[src/bah_pkg.sv]
`timescale 1ns / 1ps
`default_nettype none
package bah_pkg;
	localparam int BINS       = 1024;
	localparam int BOND_SLOTS = 16;

	localparam int COS_W   = 17;
	localparam int SLOT_W  = 4;
	localparam int IDX_W   = 10;
	localparam int CNT_W   = 32;
	localparam int COS_ONE = 32768;

	localparam int BIN_W   = (BINS > 1) ? $clog2(BINS) : 1;
	localparam int SLOT_AW = (BOND_SLOTS > 1) ? $clog2(BOND_SLOTS) : 1;
	localparam int ADDR_W  = SLOT_AW + BIN_W;
	localparam int DEPTH   = 2 ** ADDR_W;

	localparam logic [CNT_W-1:0] COUNT_MAX = {CNT_W{1'b1}};

	typedef enum logic {
		CMD_ADD  = 1'b0,
		CMD_READ = 1'b1
	} cmd_t;
endpackage
`default_nettype wire

[src/bah_bin_map.sv]
`timescale 1ns / 1ps
`default_nettype none
module bah_bin_map (
	input  wire logic signed [bah_pkg::COS_W-1:0] cosine_value,
	output logic             [bah_pkg::BIN_W-1:0] bin
);
	import bah_pkg::*;

	localparam logic [COS_W:0] BINS_V = (COS_W + 1)'(BINS);
	localparam logic signed [COS_W:0] ONE_V = (COS_W + 1)'(COS_ONE);

	logic signed [COS_W:0]   offset;
	logic [2*COS_W+1:0]      prod;
	logic [2*COS_W-15:0]     scaled;

	// bin = floor((c + 1.0) * BINS / 2), clamped at both ends
	always_comb begin
		offset = $signed({cosine_value[COS_W-1], cosine_value}) + ONE_V;
		prod   = (2*COS_W+2)'(offset[COS_W-1:0]) * (2*COS_W+2)'(BINS_V);
		scaled = prod[2*COS_W+1:16];
		if (offset[COS_W]) begin
			bin = '0;
		end else if (32'(scaled) >= BINS) begin
			bin = BIN_W'(BINS - 1);
		end else begin
			bin = scaled[BIN_W-1:0];
		end
	end
endmodule
`default_nettype wire

[config.mk]
export PLATFORM = sky130hd
export DESIGN_NAME = bah_bin_map
export DESIGN_NICKNAME = d
export VERILOG_FILES = /design/src/bah_pkg.sv /design/src/bah_bin_map.sv
export SDC_FILE = /design/constraint.sdc
export NUM_CORES = 1
export LEC_CHECK = 0
export ABC_CLOCK_PERIOD_IN_PS = 1200
export BUFFER_PORTS_ARGS = -buffer_cell sky130_fd_sc_hd__buf_4
export CAP_MARGIN = 40
export CORE_AREA = 3 3 40 42
export DETAILED_ROUTE_END_ITERATION = 12
export DIE_AREA = 0 0 43 45
export PLACE_DENSITY = 0.39
export SLEW_MARGIN = 5
export SYNTH_ARGS = -nofsm -noshare
export SYNTH_HDL_FRONTEND = slang
export SYNTH_SLANG_ARGS = --single-unit
[constraint.sdc]
create_clock -name vclk -period 1.2
set_input_delay 0.24 -clock vclk [all_inputs]
set_output_delay 0.24 -clock vclk [all_outputs]
set_load 0.005 [all_outputs]
==> impl_metrics.sql <==
INSERT INTO impl_metrics (metric_group, metric, value, unit) VALUES
('drt', 'dr.pass1.iters', '1', ''),
('layout', 'nFlopsAndLatches', '0', ''),
('setup_path', 'path_delay_family', 'adder cells', ''),
('floorplanning', 'row_count', '13', ''),
('synth', 'synthesis.yosys.warnings', '0', ''),
('pwr', 'peak_vdd_ir', '0.178', 'mV'),
('setup_path', 'timing.critical_path.slowest_cell_delay', '0.28', 'ns'),
('global_routing', 'global_route_wire_length_before_repair', '655', 'um'),
('layout', 'area.growth.synth_to_final', '139', '%'),
('layout', 'register_area', '0', 'um2'),
('global_routing', 'grt_start_max_net_pins', '11', ''),
('setup_path', 'critical_path_class', 'in -> out', ''),
('setup_path', 'cp_slowest_cell', 'sky130_fd_sc_hd__ha_4', ''),
('synth', 'per_instance_average_area_after_synthesis', '5.55', 'um2'),
('timing', 'final_max_slew_viol_count', '0', ''),
('hold_path', 'hold_path_class', 'in -> out', ''),
('floorplanning', 'floorplan.core_area', '1280', 'um2'),
('drt', 'detail_route.wl_per_cell', '8.05', 'um'),
('setup_path', 'critical_path.n_buffers_inverters', '2', ''),
('setup_path', 'cp_cell_sequence', 'buf_4 > ha_4 > mux2i_1 > buf_4', ''),
('global_routing', 'grt_util_all_layers', '4.06', '%'),
('floorplanning', 'initial_core_utilization', '9.93', '%'),
('global_routing', 'grt.overflow.total', '0', ''),
('drt', 'drt_iter0_drc', '0', ''),
('timing', 'final.period_utilization', '97.2', '%'),
('pwr', 'static-leakage-power', '0.000184', 'uW'),
('drt', 'drc', '0', ''),
('timing', 'finalSetupViolations', '0', ''),
('setup_path', 'critical_path_arrival', '0.93', 'ns'),
('global_routing', 'grt_pass1_vias', '148', ''),
('layout', 'final_nets', '63', ''),
('drt', 'drt.antenna.violating_nets', '0', ''),
('layout', 'share_of_final_layout_standard_cells_stronger_than_drive_strength_1', '58.1', '%'),
('placed_design', 'finalWeightedCongestion', '0.573', ''),
('timing', 'finalHoldWorstSlack', '0.776', 'ns'),
('setup_path', 'worst_ep_required_time', '0.96', 'ns'),
('placed_design', 'post-dp-hpwl', '374', 'um'),
('floorplanning', 'die_h', '45', 'um'),
('layout', 'clkbuf_count', '0', ''),
('drt', 'wl', '467', 'um'),
('setup_path', 'cpMostUsedCell', 'sky130_fd_sc_hd__buf_4', ''),
('setup_path', 'critPathLaunch', 'cosine_value[16]', ''),
('flow_run', 'max_cap_violations', '0', ''),
('placed_design', 'numPortBuffers', '21', ''),
('placed_design', 'detailedPlace.worstSlack', '-0.157', 'ns'),
('timing', 'tns', '0', 'ns'),
('floorplanning', 'overall_die_width', '43', 'um'),
('setup_path', 'critPathLaunchType', 'primary input', ''),
('drt', 'route.detailed.vias_per_inst', '3.50', ''),
('synth', 'mapped_cell_area', '128', 'um2'),
('setup_path', 'critical_path.max_fanout', '10', ''),
('timing', 'finalHoldViolCount', '0', ''),
('floorplanning', 'top_level_ports', '27', ''),
('timing', 'worst-slew-pin-transition', '0.133', 'ns'),
('drt', 'vias', '203', ''),
('layout', 'layout.cells.non_filler', '58', ''),
('timing', 'rsz_0062_raised_after_global_routing', 'no', ''),
('timing', 'layout_setup_ws', '0.0333', 'ns'),
('layout', 'post-route-util', '23.8', '%'),
('pwr', 'power_per_cell_area', '456', 'nW/um2'),
('synth', 'synth_cell_types', '5', ''),
('timing', 'layout_min_cycle_time', '1.17', 'ns'),
('timing', 'highest_clock_rate', '857', 'MHz'),
('placed_design', 'place_inst', '58', ''),
('setup_path', 'critPathCaptureType', 'output pin', ''),
('synth', 'synthesis.nets', '41', ''),
('status', 'run_status', 'finished, final reports clean', ''),
('hold_path', 'origin_of_the_worst_min_delay_path', 'cosine_value[16]', ''),
('synth', 'synth_cells', '23', ''),
('synth', 'synth_seq_area_share', '0', '%'),
('timing', 'max-slew-margin-rel', '90.9', '%'),
('global_routing', 'antenna_found_initial', '0', ''),
('floorplanning', 'dieArea', '1940', 'um2'),
('layout', 'antennaDiodeCount', '0', ''),
('cts', 'cts_post_setup_buffers_inserted', '0', '');
## routing by layer
metal / vias up / track usage (%) / part of all wire [%]
met4: 0 / 0 / 0
met1: 79 / 7.14 / 42
met3: 0 / 0.398 / 19
met5: - / 0 / 0
met2: 16 / 5.39 / 39
li1: 108 / - / -
## kinds of logic after synthesis
group / synth area share (%)
compound gates: 35.3
buf+inv: 47.1
fa+ha+maj: 9.80
mux: 7.84
## per-stage QoR
step	instance area, um2	power (uW)
3_3_place_gp	289	129
4_1_cts	302	139
2_1_floorplan	128	52.6
3_5_place_dp	289	128
5_1_grt	305	151
6_report	305	139
## power breakdown
| group | internal, uW | total, uW | switching, uW |
|---|---|---|---|
| Clock | 0 | 0 | 0 |
| Combinational | 87.2 | 139 | 51.9 |
| Sequential | 0 | 0 | 0 |
| Total | 87.2 | 139 | 51.9 |
## worst min-delay path: stages
cell and delay, ns:
sky130_fd_sc_hd__buf_4 0.10, sky130_fd_sc_hd__mux2i_1 0.06, sky130_fd_sc_hd__buf_4 0.13
## final timing paths
| kind | end | slack, ns | cells after the start |
|---|---|---|---|
| setup / recovery | bin[9] | 0.03 | 4 |
| hold / removal | bin[9] | 0.78 | 3 |
## what timing repair did
| item | 4_1_cts | 5_1_grt |
|---|---|---|
| endpoints found under the setup margin | 10 | 1 |
| pin swaps | 1 | 0 |
| hold buffers | 0 | 0 |
| endpoints found under the hold margin | 0 | 0 |
| resized for setup | 3 | 1 |
## cells in the mapped netlist, drive strengths merged
cell type,instances,area share [%]
inv,10,29
a21oi,9,35
buf,2,18
ha,1,9.8
mux2i,1,7.8
## cell type report
type	instances	area, um2
Fill cell	150	980
Timing Repair Buffer	22	165
Multi-Input combinational cell	11	83.8
Inverter	10	37.5
Tap cell	15	18.8
## cells in the final DEF, fill, tap and decap left out
master / synthesis / routed
sky130_fd_sc_hd__mux2i_1: 1 / 1
sky130_fd_sc_hd__a21oi_1: 9 / 8
sky130_fd_sc_hd__buf_4: 0 / 22
sky130_fd_sc_hd__inv_2: 0 / 1
sky130_fd_sc_hd__ha_4: 0 / 1
sky130_fd_sc_hd__a21oi_2: 0 / 1
sky130_fd_sc_hd__inv_1: 10 / 9
No activity file was read; power rests on OpenSTA's default activity.
